[src/design/rto_pkg.sv]
package rto_pkg;

    localparam int SIZE_BITS = 15;
    localparam int NUM_TRI   = 3;
    localparam int NUM_COR   = 4;
    localparam int NUM_SIDE  = NUM_COR * NUM_TRI;
    localparam int NUM_LANES = 2 * NUM_SIDE;

    typedef struct packed {
        logic neg;
        logic pos;
    } orient_sign_t;

endpackage

[src/design/rto_decide.sv]
module rto_decide (
    input  rto_pkg::orient_sign_t sign [rto_pkg::NUM_LANES],
    input  logic                  rect_hit,
    output logic                  overlaps
);
    import rto_pkg::*;

    logic [NUM_COR-1:0]  corner_in;
    logic [NUM_SIDE-1:0] crossing;

    always_comb
    begin
        for (int c = 0; c < NUM_COR; c++)
        begin
            logic neg;
            logic pos;
            neg = 1'b0;
            pos = 1'b0;
            for (int e = 0; e < NUM_TRI; e++)
            begin
                neg = neg | sign[c*NUM_TRI+e].neg;
                pos = pos | sign[c*NUM_TRI+e].pos;
            end
            corner_in[c] = !(neg && pos);
        end
        for (int j = 0; j < NUM_COR; j++)
        begin
            for (int i = 0; i < NUM_TRI; i++)
            begin
                orient_sign_t s1, s2, s3, s4;
                s1 = sign[j*NUM_TRI+i];
                s2 = sign[((j+1)%NUM_COR)*NUM_TRI+i];
                s3 = sign[NUM_SIDE+j*NUM_TRI+i];
                s4 = sign[NUM_SIDE+j*NUM_TRI+((i+1)%NUM_TRI)];
                crossing[j*NUM_TRI+i] = ((s1.neg && s2.pos) || (s1.pos && s2.neg))
                                     && ((s3.neg && s4.pos) || (s3.pos && s4.neg));
            end
        end
        overlaps = rect_hit || (|corner_in) || (|crossing);
    end

endmodule

[config.mk]
export PLATFORM = sky130hd
export DESIGN_NAME = rto_decide
export DESIGN_NICKNAME = d
export VERILOG_FILES = /design/src/design/rto_pkg.sv /design/src/design/rto_decide.sv
export SDC_FILE = /design/constraint.sdc
export NUM_CORES = 1
export LEC_CHECK = 0
export CAP_MARGIN = 20
export CORE_AREA = 10 10 47 49
export DETAILED_ROUTE_END_ITERATION = 8
export DIE_AREA = 0 0 57 59
export DONT_BUFFER_PORTS = 1
export GPL_ROUTABILITY_DRIVEN = 0
export SLEW_MARGIN = 5
export SYNTH_ARGS = -nofsm -noshare
export SYNTH_HDL_FRONTEND = slang
export SYNTH_SLANG_ARGS = --single-unit
export TNS_END_PERCENT = 30
[constraint.sdc]
create_clock -name vclk -period 1.7
set_input_delay 0.34 -clock vclk [all_inputs]
set_output_delay 0.34 -clock vclk [all_outputs]
set_load 0.005 [all_outputs]
Yosys cells after proc, flatten, opt, wreduce, memory -nomap -nowiden
Index checks and enable logic that the tools add are counted.
{"block": "totals", "romBits": 0, "mem_count": 0, "ramBits": 0, "output_inout_bits": 1, "elab_cells": 112, "latch_bits": 0, "ff_bits": 0}
{"block": "classes", "n_mux": 0, "n_mul": 0, "reduce_logical": 96, "n_div": 0, "eq_ne": 0, "shift": 0, "add_sub_neg": 0, "magnitude_cmp": 0, "bitwise": 16}
{"op": "1-bit logical AND", "n": 64}
{"op": "1-bit logical OR", "n": 26}
{"op": "1-bit OR", "n": 16}
{"op": "12-bit OR reduction", "n": 1}
{"op": "1-bit zero test", "n": 4}
{"op": "4-bit OR reduction", "n": 1}

Longest topological paths before layout
{"block": "logic_depth", "ltp_word": 7, "depth_mapped": 4}

Worst setup path before layout
Ideal clock, no wire load.
{"block": "synth_path", "path_type": "input to output", "start": "input sign[29] (netlist bit)", "end": "output overlaps", "t_arrival_ps": 1099, "required_time_ps": 1360, "path_buffers": 0, "slack_ps": 261, "stages": 4, "path_cell_list": "nor3_1 -> or3_1 -> nor4_2 -> nand4_1"}
{"block": "synth_between", "elab_chain_len": 7}
{"element": "from (decl)", "line_no": "rto_decide.sv:2", "text": "input rto_pkg::orient_sign_t sign [rto_pkg::NUM_LANES],"}
{"element": "1-bit OR (2 in series)", "line_no": "rto_decide.sv:21", "text": "neg = neg | sign[c*NUM_TRI+e].neg;"}
{"element": "1-bit logical AND", "line_no": "rto_decide.sv:24", "text": "corner_in[c] = !(neg && pos);"}
{"element": "1-bit zero test", "line_no": "rto_decide.sv:24"}
{"element": "4-bit OR reduction", "line_no": "rto_decide.sv:39", "text": "overlaps = rect_hit || (|corner_in) || (|crossing);"}
{"element": "1-bit logical OR", "line_no": "rto_decide.sv:39"}
{"element": "1-bit logical OR (*)", "line_no": "rto_decide.sv:39"}
{"element": "to (decl)", "line_no": "rto_decide.sv:4", "text": "output logic overlaps"}
Every way passes the cells marked *; elsewhere a longest branch is shown, timed or not.

Final worst setup path
Ends and elaborated chain as after synthesis.

==> flow_metrics.env <==
export IMPL_startpoint_type="input pin"
export IMPL_hold_start="rect_hit"
export IMPL_grt_use_total_pct=9.68
export IMPL_holdPathStages=2
export IMPL_path_class="in2out"
export IMPL_critPathCaptureType="primary output"
export IMPL_port_buffers=0
export IMPL_rsz0062_at_grt="false"
export IMPL_p_seq_share_pct=0
export IMPL_intPower_mw=0.0369
export IMPL_drc=0
export IMPL_min_period_ns=1.53
export IMPL_nClkBuffers=0
export IMPL_combinationalPowerShare_pct=100.0
export IMPL_final_cell_mix="a22oi_1 (24), nor3_1 (7), o22ai_1 (5), nor2_1 (3), or3_1 (2)"
export IMPL_synth_top_cell_area_share_pct=59.5
export IMPL_post_route_period_util_pct=89.9
export IMPL_placedCellCount=61
export IMPL_power_density_nw_per_um2=192
export IMPL_diodes=0
export IMPL_fin_tns_setup_ns=0
export IMPL_post_cts_resized=0
export IMPL_routed_wl_mm=1.71
export IMPL_post_place_ws_ns=0.180
export IMPL_fp_coreArea_sq_um=1400
export IMPL_die_w_um=57
export IMPL_synth_warnings=0
export IMPL_slew_viol_final=0
export IMPL_io_pins=50
export IMPL_hpwl_mm=1.63
export IMPL_grt_overflow=0
export IMPL_cp_slowest_cell="or3_1"
export IMPL_setup_slack_ns=0.172
export IMPL_p_clk_share_pct=0
export IMPL_fin_cells=61
export IMPL_synth_cell_types=9
export IMPL_crit_path_cell_trace="nor3_1 > or3_1 > nor4_2 > nand4_1"
export IMPL_fp_dieH_um=59
export IMPL_wl_per_cell_um=28.1
export IMPL_critPathRequiredTime_ns=1.36
export IMPL_finalSetupViolCount=0
export IMPL_rows=14
export IMPL_crit_family="simple AND/OR/NAND/NOR gates"
export IMPL_syn_avg_cell_area_sq_um=6.73
export IMPL_cp_buffers_inverters=0
export IMPL_final_common_cell="a22oi_1"
export IMPL_initial_core_util_pct=21.6
export IMPL_antenna_found_initial=0
export IMPL_timing_fmax_mhz=654
export IMPL_yosysTopAreaCell="a22oi_1"
export IMPL_worstMarginPinSlew_ns=0.274
export IMPL_hp_class="in2out"
export IMPL_grt_pass1_wl_mm=2.75
export IMPL_drive_gt1_share_pct=2.22
export IMPL_synth_area_leaders="a22oi_1 (60%), nor3_1 (12%), o22ai_1 (10%)"
export IMPL_grt_max_degree=4
export IMPL_slew_headroom_pct=81.6
export IMPL_min_to="overlaps"
export IMPL_power_leakage_nw=0.0919
export IMPL_critPathMaxStageDelay_ns=0.40
export IMPL_nets=96
export IMPL_status="finished, final reports clean"
export IMPL_register_area_sq_um=0
export IMPL_cap_viol_max_count=0
export IMPL_synthCells=45
export IMPL_num_vias=448
export IMPL_grt_pass1_vias=574
export IMPL_dieArea_sq_um=3360
export IMPL_dr_pass1_iters=4
export IMPL_ctsHoldBuffers=0
export IMPL_crit_fanout=3
export IMPL_p_switching_mw=0.0251
export IMPL_irDropWorstVdd_mv=0.0500
export IMPL_cts_setup_buffers=0
export IMPL_hold_viol=0
export IMPL_area_growth_pct=6.61
export IMPL_switching_share_pct=40.5
export IMPL_vias_per_cell=7.34
export IMPL_synth_nets=94
export IMPL_syn_area_sq_um=303
export IMPL_drtIter0Drc=21
export IMPL_fin_util_pct=23.0
export IMPL_design_power_total_mw=0.0620
export IMPL_ant_nets=0
export IMPL_crit_arrival_ns=1.19
export IMPL_synth_seq_area_share_pct=0
export IMPL_design_seq_count=0
## kinds of logic after synthesis
kind of cell     count (synthesis)  synth area share, %
AO/OA/AOI/OAI                   30                 72.3
AND/OR/NAND/NOR                 15                 27.7
## how the worst max path moves through the flow
stage	startpoint	end	slack, ns	depth (start not counted)
after detailed placement	sign[29]	overlaps	0.18	4
after global placement	sign[17]	overlaps	0.16	4
after global routing	sign[29]	overlaps	0.08	4
after floorplan	sign[29]	overlaps	0.26	4
final	sign[29]	overlaps	0.17	4
after CTS	sign[29]	overlaps	0.17	4
## power by group through the flow
stage	logic (mW)	registers, mW	clock network (mW)
5_1_grt	0.0711	0	0
3_5_place_dp	0.0622	0	0
2_1_floorplan	0.0532	0	0
4_1_cts	0.0624	0	0
6_report	0.0620	0	0
3_3_place_gp	0.0621	0	0
## stage by stage
| stage | hold WS [ns] | cell area [sq um] |
|---|---|---|
| after floorplan | 0.785 | 303 |
| after global placement | 0.812 | 323 |
| after detailed placement | 0.811 | 323 |
| after CTS | 0.812 | 323 |
| after global routing | 0.830 | 323 |
| final | 0.809 | 323 |
## metal layers
metal	routed length, um	global-route usage, %	share of wire [%]
met4	34	2.68	2.0
met5	0	0	0
met1	470	9.51	27
met3	388	7.51	23
met2	820	15.7	48
## Yosys cell counts
master,number
o22ai_1,5
a22oi_1,24
nor3_1,7
nor4_2,1
nand4_1,1
nor2_1,3
nor4_1,1
o31ai_1,1
or3_1,2
## area by class of cell
type / count / area, sq um
fill: 170 / 1080
multi-input combinational: 45 / 303
tap: 16 / 20.0
(Power assumes the default switching activity.)
