### src/design/rto_pkg.sv
package rto_pkg;

    localparam int SIZE_BITS = 15;
    localparam int NUM_TRI   = 3;
    localparam int NUM_COR   = 4;
    localparam int NUM_SIDE  = NUM_COR * NUM_TRI;
    localparam int NUM_LANES = 2 * NUM_SIDE;

    typedef struct packed {
        logic neg;
        logic pos;
    } orient_sign_t;

endpackage

### src/design/rto_orient_lane.sv
module rto_orient_lane #(
    parameter int PW = 17
) (
    input  logic                   clk,
    input  logic                   en,
    input  logic signed [PW-1:0]   o_x,
    input  logic signed [PW-1:0]   o_y,
    input  logic signed [PW-1:0]   a_x,
    input  logic signed [PW-1:0]   a_y,
    input  logic signed [PW-1:0]   b_x,
    input  logic signed [PW-1:0]   b_y,
    output rto_pkg::orient_sign_t  sign
);
    import rto_pkg::*;

    localparam int DW = PW + 1;
    localparam int MW = 2 * DW;

    logic signed [DW-1:0] dax_reg, dby_reg, day_reg, dbx_reg;
    logic signed [DW-1:0] dax_next, dby_next, day_next, dbx_next;
    logic signed [MW-1:0] p_reg, q_reg, p_next, q_next;
    orient_sign_t         sign_reg, sign_next;

    always_comb
    begin
        dax_next = DW'(a_x) - DW'(o_x);
        dby_next = DW'(b_y) - DW'(o_y);
        day_next = DW'(a_y) - DW'(o_y);
        dbx_next = DW'(b_x) - DW'(o_x);
        p_next   = MW'(dax_reg) * MW'(dby_reg);
        q_next   = MW'(day_reg) * MW'(dbx_reg);
        sign_next.pos = p_reg > q_reg;
        sign_next.neg = p_reg < q_reg;
    end

    always_ff @(posedge clk)
    begin
        if (en)
        begin
            dax_reg  <= dax_next;
            dby_reg  <= dby_next;
            day_reg  <= day_next;
            dbx_reg  <= dbx_next;
            p_reg    <= p_next;
            q_reg    <= q_next;
            sign_reg <= sign_next;
        end
    end

    assign sign = sign_reg;

endmodule

### config.mk
export PLATFORM = sky130hd
export DESIGN_NAME = rto_orient_lane
export DESIGN_NICKNAME = d
export VERILOG_FILES = /design/src/design/rto_pkg.sv /design/src/design/rto_orient_lane.sv
export SDC_FILE = /design/constraint.sdc
export NUM_CORES = 2
export LEC_CHECK = 0
export BUFFER_PORTS_ARGS = -buffer_cell sky130_fd_sc_hd__buf_2
export CORE_ASPECT_RATIO = 1.2
export CORE_MARGIN = 5
export CORE_UTILIZATION = 60
export DETAILED_ROUTE_END_ITERATION = 6
export PLACE_DENSITY = 0.77
export SYNTH_ARGS = -nofsm -noshare
export SYNTH_HDL_FRONTEND = slang
export SYNTH_SLANG_ARGS = --single-unit
### constraint.sdc
create_clock -name clk -period 14.5 [get_ports clk]
set_clock_uncertainty 0.1 [all_clocks]
set_input_delay 1.45 -clock clk [delete_from_list [all_inputs] [get_ports clk]]
set_output_delay 1.45 -clock clk [all_outputs]
set_load 0.01 [all_outputs]
**Word level (Yosys, flattened, before mapping)**

Index checks and enable logic that the tools add are counted.

- Register bits after elaboration: 146
- Bits in latches: 0
- Memory bits (writable): 0
- Bits in read-only memories: 0
- Bits of input ports: 104
- Output and inout bits: 2
- Logic and storage cells: 16
- Memories: 0

- Add/subtract/negate cells: 4
- Multiply operators: 2
- Div/mod/pow operators: 0
- Magnitude comparators: 2
- Eq/ne operators: 0
- Shift-type cells: 0
- Multiplexer cells: 0
- Bitwise operators: 0
- Reductions and logical operators: 0

Operators by type and width:

| kind | number |
|---|---|
| multiplier 18 x 18 -> 36 bit | 2 |
| subtractor 17 x 17 -> 18 bit | 4 |
| > comparator 36 bit | 1 |
| < comparator 36 bit | 1 |

**Logic depth before layout (Yosys ltp)**

- Depth after elaboration: 1
- Depth in mapped cells: 26
- Mapped depth without buffers: 24

**Least setup slack after synthesis**

OpenSTA, ideal clock, no wires.

- Path kind: register to register
- Start: register day_reg[17]
- End: register q_reg[34] (data pin)
- Library setup time: 260 ps
- Data arrival time: 5991 ps
- Required time: 14140 ps
- Path slack: 8148 ps
- Cell stages (with the launch flop): 23
- Path buffers: 2
- Clock period less this slack: 6352 ps
- Cell sequence: edfxtp_1 clkbuf_1 clkbuf_1 nand2_1 fa_1 inv_1 fa_1 fa_1 fa_1 fa_1 inv_1 fa_1 inv_1 ha_1 a21o_1 a21oi_1 o21ai_0 a21o_1 nor2_1 o21ai_1 a21o_1 a311oi_2 xnor2_1

- Word-level cells in the longest chain between the ends: 1

RTL lines:

| element | line | RTL |
|---|---|---|
| start, declared | rto_orient_lane.sv:19 | `logic signed [DW-1:0] dax_reg, dby_reg, day_reg, dbx_reg;` |
| start signal, assigned | rto_orient_lane.sv:42 | `day_reg <= day_next;` |
| multiplier 18 x 18 -> 36 bit | rto_orient_lane.sv:31 | `q_next = MW'(day_reg) * MW'(dbx_reg);` |
| via q_next[34] | rto_orient_lane.sv:21 | `logic signed [MW-1:0] p_reg, q_reg, p_next, q_next;` |
| end signal, assigned | rto_orient_lane.sv:45 | `q_reg <= q_next;` |
| end, declared | rto_orient_lane.sv:21 |  |

The timed path passes the listed nets, and every way through them passes these cells.
A chain may end at the register's enable or synchronous reset.

**Final worst setup path**

Ends and elaborated chain as after synthesis.

==> flow_metrics.tcl <==
set metrics [dict create \
    synth-edff-count 146 \
    critPathKind "register to register" \
    maxCapViolations 0 \
    cts_tree "yes" \
    hold_path_class "register to register" \
    ys_types 59 \
    synth.ff_latch_count 146 \
    place.port_buffers 105 \
    reg2reg_depth 24 \
    seq_area_frac_synth 0.136 \
    max-clock-path-buffers 2 \
    die_h_microns 264 \
    grt-ovfl-total 0 \
    numClockSinks 146 \
    synthCells 3335 \
    slew_headroom 0.303 \
    worst_pin_slew_ps 1040 \
    antenna_found_initial 1 \
    gr-usage-all-layers 0.266 \
    synth_warnings 0 \
    place_ws_ps 7600 \
    yosys.area.top_type_share 0.412 \
    grt_max_degree 76 \
    stdcell_count 4098 \
    grt_pass1_vias 24400 \
    synth.avg_cell_area_sq_um 9.65 \
    place_hpwl_mm 62.6 \
    grt_pass1_wl_mm 123 \
    totalWireLength_mm 74.4 \
    worst_slack_ps 7600 \
    synthTopCellsByArea "fa_1, edfxtp_1, ha_1" \
    postSynth.asyncResetShare 0 \
    post-route-period-util 0.476 \
    ff2ff_setup_slack_ps 7600 \
    insertion_delay_ps 480 \
    fill_cells 4338 \
    multi_input_comb_area_sq_um 24300 \
    synth_top_area_cell "fa_1" \
    synth_ff_type "edfxtp_1" \
    clkTransAtPathRegs_ps 80 \
    cts_buffers 17 \
    post-synth-top-count-cell "inv_1" \
    synth.net_count 4391 \
    via_per_inst 5.48 \
    initial_core_util 0.602 \
    holdPathEnd "sign[0]$_DFFE_PP_" \
    via_count 22500 \
    reg2reg_from "day_reg[17]$_DFFE_PP_" \
    rsz0062_at_grt "no" \
    cp.arrival_ps 7030 \
    r2r_end "q_reg[34]$_DFFE_PP_" \
    report.final.slew_viol_count 0 \
    fmax_mhz 145 \
    fin_crit_ps 6900 \
    die_w_microns 221 \
    outcome "finished clean" \
    postCtsSetupRepairBufs 0 \
    layout.nets 4429 \
    ioPinCount 106 \
    dp_cells 4066 \
    drtIter0Drc 1613 \
    hold_viol_final 0 \
    ys_top_cells_by_count "inv_1, fa_1, nand2_1" \
    path_max_fanout 18 \
    coreArea_sq_um 53400 \
    wire_per_inst_microns 18.2 \
    drc_errors 0 \
    tns_ps 0 \
    syn_area_sq_um 32200 \
    start_kind "register" \
    htreeDepth 4 \
    cts_hold_buffers 0 \
    gp_congestion 0.895 \
    area_growth_pct 5.22 \
    setup_violations 0 \
    worstHoldStart "p_reg[1]$_DFFE_PP_" \
    dieArea_sq_um 58400 \
    cts_resized 0 \
    required_ps 14630 \
    hold_path_depth 4 \
    root_buffer "clkbuf_16" \
    drive_gt1_frac 0.0443 \
    first_pass_iters 5 \
    ant_nets 0 \
    regArea_sq_um 4380 \
    row_count 93 \
    cp-end-kind "register" \
]
cell families after synthesis:
kind of cell	Yosys count	synth area share
AND/OR/NAND/NOR	889	0.136
adder cells (fa/ha/maj)	952	0.525
AO/OA/AOI/OAI	287	0.0592
XOR/XNOR	125	0.0340
flip-flops	146	0.136
buffers and inverters	936	0.109
area by class of cell:
type | instances | area share
Multi-Input combinational cell | 2253 | 0.717
Sequential cell | 146 | 0.130
Inverter | 848 | 0.0940
Tap cell | 712 | 0.0263
Timing Repair Buffer | 107 | 0.0162
Clock buffer | 17 | 0.0126
Clock inverter | 14 | 0.00429
Antenna cell | 1 | 0.0000739
worst max-delay path: stages, from the launching register on:
cell and delay (ps):
edfxtp_1 770, nand2_1 190, inv_1 170, fa_1 400
inv_1 230, fa_1 470, inv_1 100, ha_1 400
inv_1 280, fa_1 560, inv_1 60, fa_1 540
inv_1 50, fa_1 470, inv_1 40, ha_1 350
a21o_1 190, a21oi_1 180, o21ai_0 130, a21o_1 210
nor2_1 90, o21ai_1 60, a21o_1 230, a311oi_2 280
xnor2_1 90
metal layers:
| metal | routed length [microns] | track usage | vias up |
|---|---|---|---|
| met3 | 3750 | 0.0306 | 202 |
| met5 | 0 | 0 | - |
| met1 | 27900 | 0.328 | 11400 |
| li1 | - | - | 10100 |
| met2 | 38200 | 0.463 | 700 |
| met4 | 4500 | 0.138 | 0 |
worst max path at each step:
stage                                from             endpoint  slack (ps)  cells after the start
floorplan           day_reg[17]$_DFFE_PP_  q_reg[34]$_DFFE_PP_        8150                     22
global placement     dax_reg[0]$_DFFE_PP_  p_reg[35]$_DFFE_PP_        7750                     20
detailed placement   dbx_reg[3]$_DFFE_PP_  q_reg[34]$_DFFE_PP_        7600                     20
CTS                  dbx_reg[3]$_DFFE_PP_  q_reg[34]$_DFFE_PP_        7610                     20
global route        day_reg[17]$_DFFE_PP_  q_reg[34]$_DFFE_PP_        7080                     24
finish              day_reg[17]$_DFFE_PP_  q_reg[34]$_DFFE_PP_        7600                     24
cells in the final DEF, fill, tap and decap left out, types with 54 or more instances in the layout:
cell,Yosys,routed
xnor2_1,99,99
nor2_1,115,115
inv_1,848,848
o21ai_0,54,54
and2_1,324,324
edfxtp_1,146,146
nand2_1,339,339
fa_1,662,662
buf_2,1,104
ha_1,290,290
a21oi_1,73,73
through the flow:
step	hold slack [ps]	cell area (sq um)	utilization
2_1_floorplan	524	32200	-
3_3_place_gp	811	33300	0.623
3_5_place_dp	806	33300	0.623
4_1_cts	830	33800	0.634
5_1_grt	855	33800	0.634
6_report	823	33800	0.634
Power is not shown: default switching activity piles up to over one toggle a cycle in this logic, so the estimate is an artifact.
